--- config.mk ---
export PLATFORM = sky130hd
export DESIGN_NAME = cascaded_speed_current_pid_top
export DESIGN_NICKNAME = d
export VERILOG_FILES = /design/src/hdl/cspid_pkg.sv /design/src/hdl/cspid_ctrl.sv /design/src/hdl/cspid_datapath.sv /design/src/hdl/cascaded_speed_current_pid_top.sv
export SDC_FILE = /design/constraint.sdc
export NUM_CORES = 2
export LEC_CHECK = 0
export ABC_AREA = 0
export BUFFER_PORTS_ARGS = -buffer_cell sky130_fd_sc_hd__buf_2
export CAP_MARGIN = 5
export CORE_ASPECT_RATIO = 1.75
export CORE_MARGIN = 5
export CORE_UTILIZATION = 30
export DETAILED_ROUTE_END_ITERATION = 16
export GPL_ROUTABILITY_DRIVEN = 0
export PLACE_DENSITY = 0.46
export SLEW_MARGIN = 20
export SYNTH_ARGS = -nofsm -noshare
export SYNTH_HDL_FRONTEND = slang
export SYNTH_SLANG_ARGS = --single-unit
--- constraint.sdc ---
create_clock -name clk -period 12.7 [get_ports clk]
set_input_delay 2.54 -clock clk [delete_from_list [all_inputs] [get_ports clk]]
set_output_delay 2.54 -clock clk [all_outputs]
set_load 0.02 [all_outputs]
--- src/hdl/cspid_pkg.sv ---
// ----------------------------------------------------------------------------
// cspid_pkg
// Shared types, register indexes and arithmetic helpers for the cascaded
// speed/current PID controller.
// ----------------------------------------------------------------------------
package cspid_pkg;

  // Configuration register indexes
  localparam int CFG_INDEX_W = 3;
  localparam logic [CFG_INDEX_W-1:0] REG_SPEED_KP      = 3'd0;
  localparam logic [CFG_INDEX_W-1:0] REG_SPEED_KI      = 3'd1;
  localparam logic [CFG_INDEX_W-1:0] REG_SPEED_KD      = 3'd2;
  localparam logic [CFG_INDEX_W-1:0] REG_CURRENT_KP    = 3'd3;
  localparam logic [CFG_INDEX_W-1:0] REG_CURRENT_KI    = 3'd4;
  localparam logic [CFG_INDEX_W-1:0] REG_CURRENT_KD    = 3'd5;
  localparam logic [CFG_INDEX_W-1:0] REG_CURRENT_LIMIT = 3'd6;

  localparam int CFG_DATA_W     = 16;
  localparam int LIMIT_W        = 15;
  localparam int LIMIT_RESET    = 1000;

  // Datapath widths
  localparam int ERR_W   = 18;   // speed / current error
  localparam int DIFF_W  = 19;   // first and second differences
  localparam int MUL_A_W = 16;   // gain operand
  localparam int MUL_B_W = 32;   // signal operand
  localparam int PROD_W  = MUL_A_W + MUL_B_W;
  localparam int SUM_W   = 50;   // sum of three floored products
  localparam int WIDE_W  = 51;   // accumulator update before saturation

  // Drive limits
  localparam int DRIVE_W       = 11;
  localparam int PWM_W         = 10;
  localparam int DRIVE_MAX     = 996;
  localparam int DRIVE_MIN_MAG = 3;

  // Datapath operations, one per controller step
  typedef enum logic [3:0] {
    OP_NONE,
    OP_LOAD,
    OP_DIFF,
    OP_SP_P,
    OP_SP_I,
    OP_SP_D,
    OP_SP_ACC,
    OP_SP_UPD,
    OP_CU_ERR,
    OP_CU_P,
    OP_CU_I,
    OP_CU_D,
    OP_CU_ACC,
    OP_OUT
  } dp_op_t;

  typedef struct packed {
    dp_op_t op;
  } dp_cmd_t;

  // Saturate a wide signed value to 32 bits
  function automatic logic signed [31:0] sat32(input logic signed [WIDE_W-1:0] v);
    logic all_one;
    logic all_zero;
    all_one  = &v[WIDE_W-1:31];
    all_zero = ~|v[WIDE_W-1:31];
    if (all_one || all_zero) begin
      return v[31:0];
    end else if (v[WIDE_W-1]) begin
      return 32'sh8000_0000;
    end else begin
      return 32'sh7FFF_FFFF;
    end
  endfunction

endpackage

--- src/hdl/cspid_ctrl.sv ---
// ----------------------------------------------------------------------------
// cspid_ctrl
// Step sequencer for one control tick and the output valid flag.
// ----------------------------------------------------------------------------
module cspid_ctrl (
  input  logic                clk,
  input  logic                rst,
  input  logic                in_valid,
  output logic                in_stall,
  output logic                out_valid,
  input  logic                out_stall,
  output cspid_pkg::dp_cmd_t  cmd
);

  typedef enum logic [3:0] {
    ST_IDLE,
    ST_DIFF,
    ST_SP_P,
    ST_SP_I,
    ST_SP_D,
    ST_SP_ACC,
    ST_SP_UPD,
    ST_CU_ERR,
    ST_CU_P,
    ST_CU_I,
    ST_CU_D,
    ST_CU_ACC,
    ST_OUT
  } state_t;

  state_t state;
  state_t state_next;
  logic   out_free;

  assign in_stall = (state != ST_IDLE);
  assign out_free = !out_valid || !out_stall;

  // Command decode and next state
  always_comb begin
    cmd.op     = cspid_pkg::OP_NONE;
    state_next = state;
    unique case (state)
      ST_IDLE: begin
        if (in_valid) begin
          cmd.op     = cspid_pkg::OP_LOAD;
          state_next = ST_DIFF;
        end
      end
      ST_DIFF: begin
        cmd.op = cspid_pkg::OP_DIFF;   state_next = ST_SP_P;
      end
      ST_SP_P: begin
        cmd.op = cspid_pkg::OP_SP_P;   state_next = ST_SP_I;
      end
      ST_SP_I: begin
        cmd.op = cspid_pkg::OP_SP_I;   state_next = ST_SP_D;
      end
      ST_SP_D: begin
        cmd.op = cspid_pkg::OP_SP_D;   state_next = ST_SP_ACC;
      end
      ST_SP_ACC: begin
        cmd.op = cspid_pkg::OP_SP_ACC; state_next = ST_SP_UPD;
      end
      ST_SP_UPD: begin
        cmd.op = cspid_pkg::OP_SP_UPD; state_next = ST_CU_ERR;
      end
      ST_CU_ERR: begin
        cmd.op = cspid_pkg::OP_CU_ERR; state_next = ST_CU_P;
      end
      ST_CU_P: begin
        cmd.op = cspid_pkg::OP_CU_P;   state_next = ST_CU_I;
      end
      ST_CU_I: begin
        cmd.op = cspid_pkg::OP_CU_I;   state_next = ST_CU_D;
      end
      ST_CU_D: begin
        cmd.op = cspid_pkg::OP_CU_D;   state_next = ST_CU_ACC;
      end
      ST_CU_ACC: begin
        cmd.op = cspid_pkg::OP_CU_ACC; state_next = ST_OUT;
      end
      ST_OUT: begin
        // wait here while the output register still holds an untaken item
        if (out_free) begin
          cmd.op     = cspid_pkg::OP_OUT;
          state_next = ST_IDLE;
        end
      end
      default: begin
        state_next = ST_IDLE;
      end
    endcase
  end

  // State and output valid flag
  always_ff @(posedge clk) begin
    if (rst) begin
      state     <= ST_IDLE;
      out_valid <= 1'b0;
    end else begin
      state <= state_next;
      if (cmd.op == cspid_pkg::OP_OUT) begin
        out_valid <= 1'b1;
      end else if (!out_stall) begin
        out_valid <= 1'b0;
      end
    end
  end

endmodule

--- src/hdl/cspid_datapath.sv ---
// ----------------------------------------------------------------------------
// cspid_datapath
// Gain registers, loop state, one shared 16x32 multiplier with a registered
// product, the summing register and the output register.
// ----------------------------------------------------------------------------
module cspid_datapath #(
  parameter int GAIN_FRAC_BITS = 8
) (
  input  logic                                        clk,
  input  logic                                        rst,
  input  cspid_pkg::dp_cmd_t                          cmd,
  input  logic                                        cfg_write,
  input  logic [cspid_pkg::CFG_INDEX_W-1:0]           cfg_index,
  input  logic [cspid_pkg::CFG_DATA_W-1:0]            cfg_data,
  input  logic signed [15:0]                          speed_target,
  input  logic [15:0]                                 encoder_count,
  input  logic signed [15:0]                          current_measured,
  output logic signed [cspid_pkg::DRIVE_W-1:0]        drive,
  output logic [cspid_pkg::PWM_W-1:0]                 pwm_forward,
  output logic [cspid_pkg::PWM_W-1:0]                 pwm_reverse,
  output logic signed [15:0]                          current_target
);

  localparam int ERR_W  = cspid_pkg::ERR_W;
  localparam int DIFF_W = cspid_pkg::DIFF_W;
  localparam int SUM_W  = cspid_pkg::SUM_W;
  localparam int WIDE_W = cspid_pkg::WIDE_W;
  localparam int DW     = cspid_pkg::DRIVE_W;

  localparam logic signed [SUM_W-1:0] DRV_HI     = SUM_W'(cspid_pkg::DRIVE_MAX);
  localparam logic signed [SUM_W-1:0] DRV_LO     = -DRV_HI;
  localparam logic signed [SUM_W-1:0] DRV_MAG_HI = SUM_W'(cspid_pkg::DRIVE_MIN_MAG);
  localparam logic signed [SUM_W-1:0] DRV_MAG_LO = -DRV_MAG_HI;

  // Configuration
  logic signed [15:0]                    speed_kp, speed_ki, speed_kd;
  logic signed [15:0]                    current_kp, current_ki, current_kd;
  logic [cspid_pkg::LIMIT_W-1:0]         current_limit;

  // Loop state
  logic [15:0]                           encoder_previous;
  logic signed [ERR_W-1:0]               speed_error_last;
  logic signed [ERR_W-1:0]               speed_error_before_last;
  logic signed [31:0]                    speed_accumulator;
  logic signed [ERR_W-1:0]               current_error_last;
  logic signed [31:0]                    current_error_sum;

  // Working registers
  logic signed [ERR_W-1:0]               err;
  logic signed [15:0]                    imeas;
  logic signed [DIFF_W-1:0]              d1, d2, cdiff;
  logic signed [ERR_W-1:0]               ie;
  logic signed [15:0]                    itarget;
  logic signed [cspid_pkg::PROD_W-1:0]   prod;
  logic signed [SUM_W-1:0]               sum;

  // Combinational
  logic signed [15:0]                    speed_diff;
  logic signed [ERR_W-1:0]               err_next;
  logic signed [cspid_pkg::MUL_A_W-1:0]  mul_a;
  logic signed [cspid_pkg::MUL_B_W-1:0]  mul_b;
  logic signed [cspid_pkg::PROD_W-1:0]   prod_next;
  logic signed [SUM_W-1:0]               term;
  logic signed [31:0]                    lim32;
  logic signed [15:0]                    lim16;
  logic signed [15:0]                    itarget_next;
  logic signed [DW-1:0]                  drive_next;
  logic signed [DW-1:0]                  drive_neg;

  // Speed from wrapped count difference, then speed error
  assign speed_diff = $signed(encoder_count - encoder_previous);
  assign err_next   = ERR_W'(speed_target) - ERR_W'(speed_diff);

  // Shared multiplier operand select
  always_comb begin
    mul_a = '0;
    mul_b = '0;
    unique case (cmd.op)
      cspid_pkg::OP_SP_P: begin mul_a = speed_kp;   mul_b = 32'(d1);    end
      cspid_pkg::OP_SP_I: begin mul_a = speed_ki;   mul_b = 32'(err);   end
      cspid_pkg::OP_SP_D: begin mul_a = speed_kd;   mul_b = 32'(d2);    end
      cspid_pkg::OP_CU_P: begin mul_a = current_kp; mul_b = 32'(ie);    end
      cspid_pkg::OP_CU_I: begin mul_a = current_ki; mul_b = current_error_sum; end
      cspid_pkg::OP_CU_D: begin mul_a = current_kd; mul_b = 32'(cdiff); end
      default: begin end
    endcase
  end

  assign prod_next = mul_a * mul_b;

  // Floored product of the previous step
  assign term = SUM_W'(prod >>> GAIN_FRAC_BITS);

  // Current target clamp
  assign lim16 = $signed({1'b0, current_limit});
  assign lim32 = 32'(lim16);
  always_comb begin
    if (speed_accumulator > lim32) begin
      itarget_next = lim16;
    end else if (speed_accumulator < -lim32) begin
      itarget_next = -lim16;
    end else begin
      itarget_next = speed_accumulator[15:0];
    end
  end

  // Drive clamp with minimum magnitude
  always_comb begin
    if (sum > DRV_HI) begin
      drive_next = DW'(DRV_HI);
    end else if (sum >= 0 && sum < DRV_MAG_HI) begin
      drive_next = DW'(DRV_MAG_HI);
    end else if (sum < DRV_LO) begin
      drive_next = DW'(DRV_LO);
    end else if (sum < 0 && sum > DRV_MAG_LO) begin
      drive_next = DW'(DRV_MAG_LO);
    end else begin
      drive_next = sum[DW-1:0];
    end
  end
  assign drive_neg = -drive_next;

  // Configuration and loop state
  always_ff @(posedge clk) begin
    if (rst) begin
      speed_kp                <= '0;
      speed_ki                <= '0;
      speed_kd                <= '0;
      current_kp              <= '0;
      current_ki              <= '0;
      current_kd              <= '0;
      current_limit           <= cspid_pkg::LIMIT_W'(cspid_pkg::LIMIT_RESET);
      encoder_previous        <= '0;
      speed_error_last        <= '0;
      speed_error_before_last <= '0;
      speed_accumulator       <= '0;
      current_error_last      <= '0;
      current_error_sum       <= '0;
    end else begin
      if (cfg_write) begin
        unique case (cfg_index)
          cspid_pkg::REG_SPEED_KP:      speed_kp   <= $signed(cfg_data);
          cspid_pkg::REG_SPEED_KI:      speed_ki   <= $signed(cfg_data);
          cspid_pkg::REG_SPEED_KD:      speed_kd   <= $signed(cfg_data);
          cspid_pkg::REG_CURRENT_KP:    current_kp <= $signed(cfg_data);
          cspid_pkg::REG_CURRENT_KI:    current_ki <= $signed(cfg_data);
          cspid_pkg::REG_CURRENT_KD:    current_kd <= $signed(cfg_data);
          cspid_pkg::REG_CURRENT_LIMIT: current_limit <= cfg_data[cspid_pkg::LIMIT_W-1:0];
          default: begin end
        endcase
      end
      unique case (cmd.op)
        cspid_pkg::OP_LOAD: encoder_previous <= encoder_count;
        cspid_pkg::OP_DIFF: begin
          speed_error_before_last <= speed_error_last;
          speed_error_last        <= err;
        end
        cspid_pkg::OP_SP_UPD:
          speed_accumulator <= cspid_pkg::sat32(WIDE_W'(speed_accumulator) + WIDE_W'(sum));
        cspid_pkg::OP_CU_P: begin
          current_error_sum  <= cspid_pkg::sat32(WIDE_W'(current_error_sum) + WIDE_W'(ie));
          current_error_last <= ie;
        end
        default: begin end
      endcase
    end
  end

  // Working registers and output register
  always_ff @(posedge clk) begin
    prod <= prod_next;
    unique case (cmd.op)
      cspid_pkg::OP_LOAD: begin
        err   <= err_next;
        imeas <= current_measured;
      end
      cspid_pkg::OP_DIFF: begin
        d1 <= DIFF_W'(err) - DIFF_W'(speed_error_last);
        d2 <= DIFF_W'(err) - (DIFF_W'(speed_error_last) <<< 1)
              + DIFF_W'(speed_error_before_last);
      end
      cspid_pkg::OP_SP_I:   sum <= term;
      cspid_pkg::OP_SP_D:   sum <= sum + term;
      cspid_pkg::OP_SP_ACC: sum <= sum + term;
      cspid_pkg::OP_CU_ERR: begin
        itarget <= itarget_next;
        ie      <= ERR_W'(itarget_next) - ERR_W'(imeas);
      end
      cspid_pkg::OP_CU_P:   cdiff <= DIFF_W'(ie) - DIFF_W'(current_error_last);
      cspid_pkg::OP_CU_I:   sum <= term;
      cspid_pkg::OP_CU_D:   sum <= sum + term;
      cspid_pkg::OP_CU_ACC: sum <= sum + term;
      cspid_pkg::OP_OUT: begin
        drive          <= drive_next;
        pwm_forward    <= (drive_next > 0) ? drive_next[cspid_pkg::PWM_W-1:0] : '0;
        pwm_reverse    <= (drive_next < 0) ? drive_neg[cspid_pkg::PWM_W-1:0] : '0;
        current_target <= itarget;
      end
      default: begin end
    endcase
  end

endmodule

--- src/hdl/cascaded_speed_current_pid_top.sv ---
// ----------------------------------------------------------------------------
// cascaded_speed_current_pid_top
// Cascaded speed/current PID controller for a brushed motor.
// ----------------------------------------------------------------------------
// Usage:
//   Input channel (in_valid/in_stall) carries one control tick: speed target,
//   raw encoder count and measured current. Output channel
//   (out_valid/out_stall) returns drive, forward/reverse PWM compare values
//   and the clamped current target for that tick.
//   Gains and the current limit are written on cfg_write/cfg_index/cfg_data
//   while no tick is in flight.
// Sequencing:
//   An item passes through the accept edge plus 12 sequencer steps, six of
//   them passes through the one shared 16x32 multiplier. The result is in
//   the output register once the OUT step has run; the next item is taken
//   in the cycle after that.
//   in_stall is low only while the sequencer is idle; an item may be taken
//   while the previous result still waits in the output register.
//   If the receiver stalls, the result holds, and a following item finishes
//   its work and then waits until the output register is free.
// Reset: rst clears gains to 0, current limit to 1000, all loop state to 0.
// ----------------------------------------------------------------------------
module cascaded_speed_current_pid_top #(
  parameter int GAIN_FRAC_BITS = 8
) (
  input  logic                                  clk,
  input  logic                                  rst,
  input  logic                                  cfg_write,
  input  logic [cspid_pkg::CFG_INDEX_W-1:0]     cfg_index,
  input  logic [cspid_pkg::CFG_DATA_W-1:0]      cfg_data,
  input  logic                                  in_valid,
  output logic                                  in_stall,
  input  logic signed [15:0]                    speed_target,
  input  logic [15:0]                           encoder_count,
  input  logic signed [15:0]                    current_measured,
  output logic                                  out_valid,
  input  logic                                  out_stall,
  output logic signed [cspid_pkg::DRIVE_W-1:0]  drive,
  output logic [cspid_pkg::PWM_W-1:0]           pwm_forward,
  output logic [cspid_pkg::PWM_W-1:0]           pwm_reverse,
  output logic signed [15:0]                    current_target
);

  cspid_pkg::dp_cmd_t cmd;

  // Step sequencer
  cspid_ctrl u_ctrl (
    .clk       (clk),
    .rst       (rst),
    .in_valid  (in_valid),
    .in_stall  (in_stall),
    .out_valid (out_valid),
    .out_stall (out_stall),
    .cmd       (cmd)
  );

  // Arithmetic and state
  cspid_datapath #(
    .GAIN_FRAC_BITS (GAIN_FRAC_BITS)
  ) u_datapath (
    .clk              (clk),
    .rst              (rst),
    .cmd              (cmd),
    .cfg_write        (cfg_write),
    .cfg_index        (cfg_index),
    .cfg_data         (cfg_data),
    .speed_target     (speed_target),
    .encoder_count    (encoder_count),
    .current_measured (current_measured),
    .drive            (drive),
    .pwm_forward      (pwm_forward),
    .pwm_reverse      (pwm_reverse),
    .current_target   (current_target)
  );

endmodule

==> impl_metrics.csv <==
group,metric,value,unit
outcome,run_status,"finished clean",
clock_network,post_cts_buffers,0,
synthesis,synthesis.area,50600,um2
synthesis,yosysSeqAreaShare,0.243,
setup_path,critPathLaunchType,"input pin",
hold_path,hold_path_class,"reg2reg",
drt,vias_per_cell,5.09,
setup_path,rr_worst_depth,32,
sta,worst_max_slew_pin_slew,1.09,ns
power_and_ir_drop,power.density_cell_area,155,nW/um2
synthesis,synth.top_cells.by_area,"fa_1, edfxtp_1, dfxtp_1, ha_1, inv_1",
sta,totalNegativeSetupSlack,0,ns
synthesis,post_synth_edffs,218,
finish,finalNonFillerCells,8288,
placed_design,portBuffers,120,
placed_design,post-dp-hpwl,151000,um
setup_path,reg2reg_slack,1.68,ns
drt,wirelength,185000,um
global_routing,grt_start_max_net_pins,122,
drt,dr.first_iter.drc_count,2206,
finish,layout-drive-gt1-share,0.0650,
power_and_ir_drop,p_leak,24.6,nW
power_and_ir_drop,vdd.ir_drop.worst,0.000110,V
drt,number_of_remaining_drc_errors,0,
power_and_ir_drop,total_power,8.68,mW
clock_network,cts_made_buffers,57,
hold_path,min_delay_path_depth,0,
global_routing,grt_overflow,0,
synthesis,synth_seq_cells,505,
floorplanning,initial_utilization,0.301,
clock_network,cts_resized,0,
sta,fmaxAchievable,87.1,MHz
clock_network,clock_latency,0.69,ns
clock_network,tritoncts,"yes",
hold_path,holdCritStartpoint,"u_datapath.itarget[2]$_DFFE_PN_",
floorplanning,dieWidth,320,um
drt,vias,42200,
drt,antenna_nets_post_route,0,
synthesis,syn_inst,5975,
setup_path,crit_path_most_repeated_cell,"fa_1",
clock_network,tritoncts_num_sinks,505,
sta,period_share,0.904,
setup_path,r2r_end,"u_datapath.prod[44]$_DFF_P_",
setup_path,cp_slowest_cell,"a311oi_4",
synthesis,ys_async_sr_fraction,0,
sta,slew_viol_final,0,
setup_path,timing_worst_setup_path_type,"in2reg",
sta,rsz0062_at_grt,"no",
sta,max_slew_margin,0.270,
setup_path,regToRegStartpoint,"u_ctrl.state[1]$_SDFFE_PP0P_",
clock_network,htreeDepth,2,
setup_path,cp-end-kind,"register",
synthesis,synth_top_cell_area_share,0.202,
synthesis,yosys_warnings,0,
floorplanning,floorplan.die.height,553,um
sta,report.final.setup_viol,0,
setup_path,timing.critical_path.arrival,12.02,ns
hold_path,whs_endpoint,"u_datapath.current_target[2]$_DFFE_PP_",
clock_network,clock_tree_root_driver_cell,"clkbuf_16",
sta,timing.final.crit_period,11.49,ns
global_routing,grt_antenna_before_repair,11,
floorplanning,i_o_pins,121,
global_routing,vias_in_the_first_global_route,44500,
clock_network,postCtsHoldBufs,0,
global_routing,global_route_wire_length_before_repair,276000,um
placed_design,total_placed_cells_including_tap_cells,8176,
floorplanning,floorplan.rows,199,
clock_network,clkSlewWorstSetupHoldPaths,0.06,ns
finish,final_nets,6997,
synthesis,synth_area_leader_cell,"fa_1",
floorplanning,die_area,177000,um2
clock_network,clk_path_buf_depth,3,
sta,hold_fails_final_rpt,0,
synthesis,postSynthAreaPerCell,8.46,um2
finish,synthToLayoutAreaGrowth,10.8,%
floorplanning,placeableCoreArea,168000,um2
drt,detail_route.first_pass.iterations,5,
synthesis,synth_top_flop_cell,"dfxtp_1",
synthesis,syn-num-nets,6947,
global_routing,globalRouteTotalUtil,0.204,
setup_path,worst_path_largest_cell_delay,0.83,ns
finish,num-fill-cells,17800,
synthesis,yosys.cell_types.count,93,
run,max-cap-violations,0,
sta,fin_worst_skew,0.0383,ns
setup_path,required,13.23,ns
drt,drt-wirelength-per-cell,22.3,um
setup_path,worst-path-max-fanout,7,
-- layout by cell type (no fill, tap or decap), drive strengths merged, types with 33 or more instances in the layout --
cell    instances
buf           211
dfxtp         287
ha            390
a21oi         481
clkbuf         71
xor2           69
xnor2         148
nand2         826
o21a           60
edfxtp        218
and2           38
a21o          135
nand4          47
nor2b          46
nor3           86
o21ai         220
mux2i          42
fa            510
a21boi         37
inv           877
nand3          81
a211oi         57
nand2b         44
nor2          583
and3           33
or3            56
-- cells by family (layout without fill, tap and decap cells) --
family	Yosys count	count (layout)	synth area share
xor+xnor	217	217	0.0376
simple gates	1931	1931	0.167
flops	505	505	0.243
buf+inv	1095	1193	0.0818
fa+ha+maj	905	905	0.299
other cells	0	4	0
compound gates	1278	1278	0.162
mux	44	44	0.00876
-- power by group --
part	switching (mW)	internal (mW)	total [mW]	leakage, nW
Sequential	0.389	2.15	2.54	4.34
Clock	0.802	1.04	1.85	0.964
Combinational	2.82	1.48	4.30	19.3
Total	4.01	4.68	8.68	24.6
-- stage by stage --
stage          cell area (um2)  setup WS [ns]  utilization  hold slack [ns]
4_1_cts                  56000           1.28        0.334            0.414
3_3_place_gp             54000          0.595        0.321            0.401
6_report                 56000           1.21        0.334            0.416
2_1_floorplan            50600           1.75            -            0.400
3_5_place_dp             54000          0.569        0.322            0.405
5_1_grt                  56000          0.838        0.334            0.425
-- state kept, by name (all words and copies together) (netlist names), 17 cells and up --
register	flops
u_datapath.ie	17
u_datapath.d1	18
u_datapath.cdiff	18
u_datapath.d2	19
u_datapath.prod	40
u_datapath.err	17
u_datapath.current_error_sum	32
u_datapath.speed_error_last	17
u_datapath.sum	50
u_datapath.speed_accumulator	32
u_datapath.current_error_last	17
u_datapath.speed_error_before_last	17
-- Yosys cell counts (60+ instances only) --
master,count
inv_1,871
nand2_1,826
nor2_1,583
fa_1,510
a21oi_1,477
ha_1,390
dfxtp_1,287
edfxtp_1,218
clkbuf_1,197
o21ai_0,194
xnor2_1,148
a21o_1,135
nor3_1,86
nand3_1,81
xor2_1,69
o21a_1,60
-- worst max path at each step --
stage	startpoint	end	slack [ns]	depth (start not counted)
floorplan	out_stall	u_datapath.prod[44]$_DFF_P_	1.75	29
global placement	out_stall	u_datapath.prod[44]$_DFF_P_	0.60	31
detailed placement	out_stall	u_datapath.prod[44]$_DFF_P_	0.57	29
CTS	out_stall	u_datapath.prod[44]$_DFF_P_	1.28	29
global route	out_stall	u_datapath.prod[44]$_DFF_P_	0.84	31
finish	out_stall	u_datapath.prod[44]$_DFF_P_	1.21	29
-- cell type report --
class / count / area [um2] / share of cell area
diodes: 4 / 10.0 / 0.000179
clock inverters: 36 / 444 / 0.00793
clock buffers: 71 / 1560 / 0.0279
repair buffers: 211 / 1340 / 0.0239
well taps: 2211 / 2770 / 0.0494
inverters: 875 / 3280 / 0.0586
flip-flops and latches: 505 / 12300 / 0.219
multi-input cells: 4375 / 34300 / 0.613
-- routing by layer --
layer | vias to the layer above | share of wire | track usage | routed length, um
li1 | 20000 | - | - | -
met3 | 381 | 0.030 | 0.0209 | 5480
met4 | 14 | 0.086 | 0.139 | 15900
met5 | - | 0.00038 | 0 | 70
met2 | 886 | 0.55 | 0.404 | 102000
met1 | 20900 | 0.34 | 0.194 | 62100
-- worst max-delay path, delay by kind of cell --
kind            cells  cell delay (ns)
buf+inv             7             0.84
fa+ha+maj           7             3.46
simple gates        2             0.45
mux                 2             0.32
compound gates     11             4.38
No activity file was read; power rests on OpenSTA's default activity.
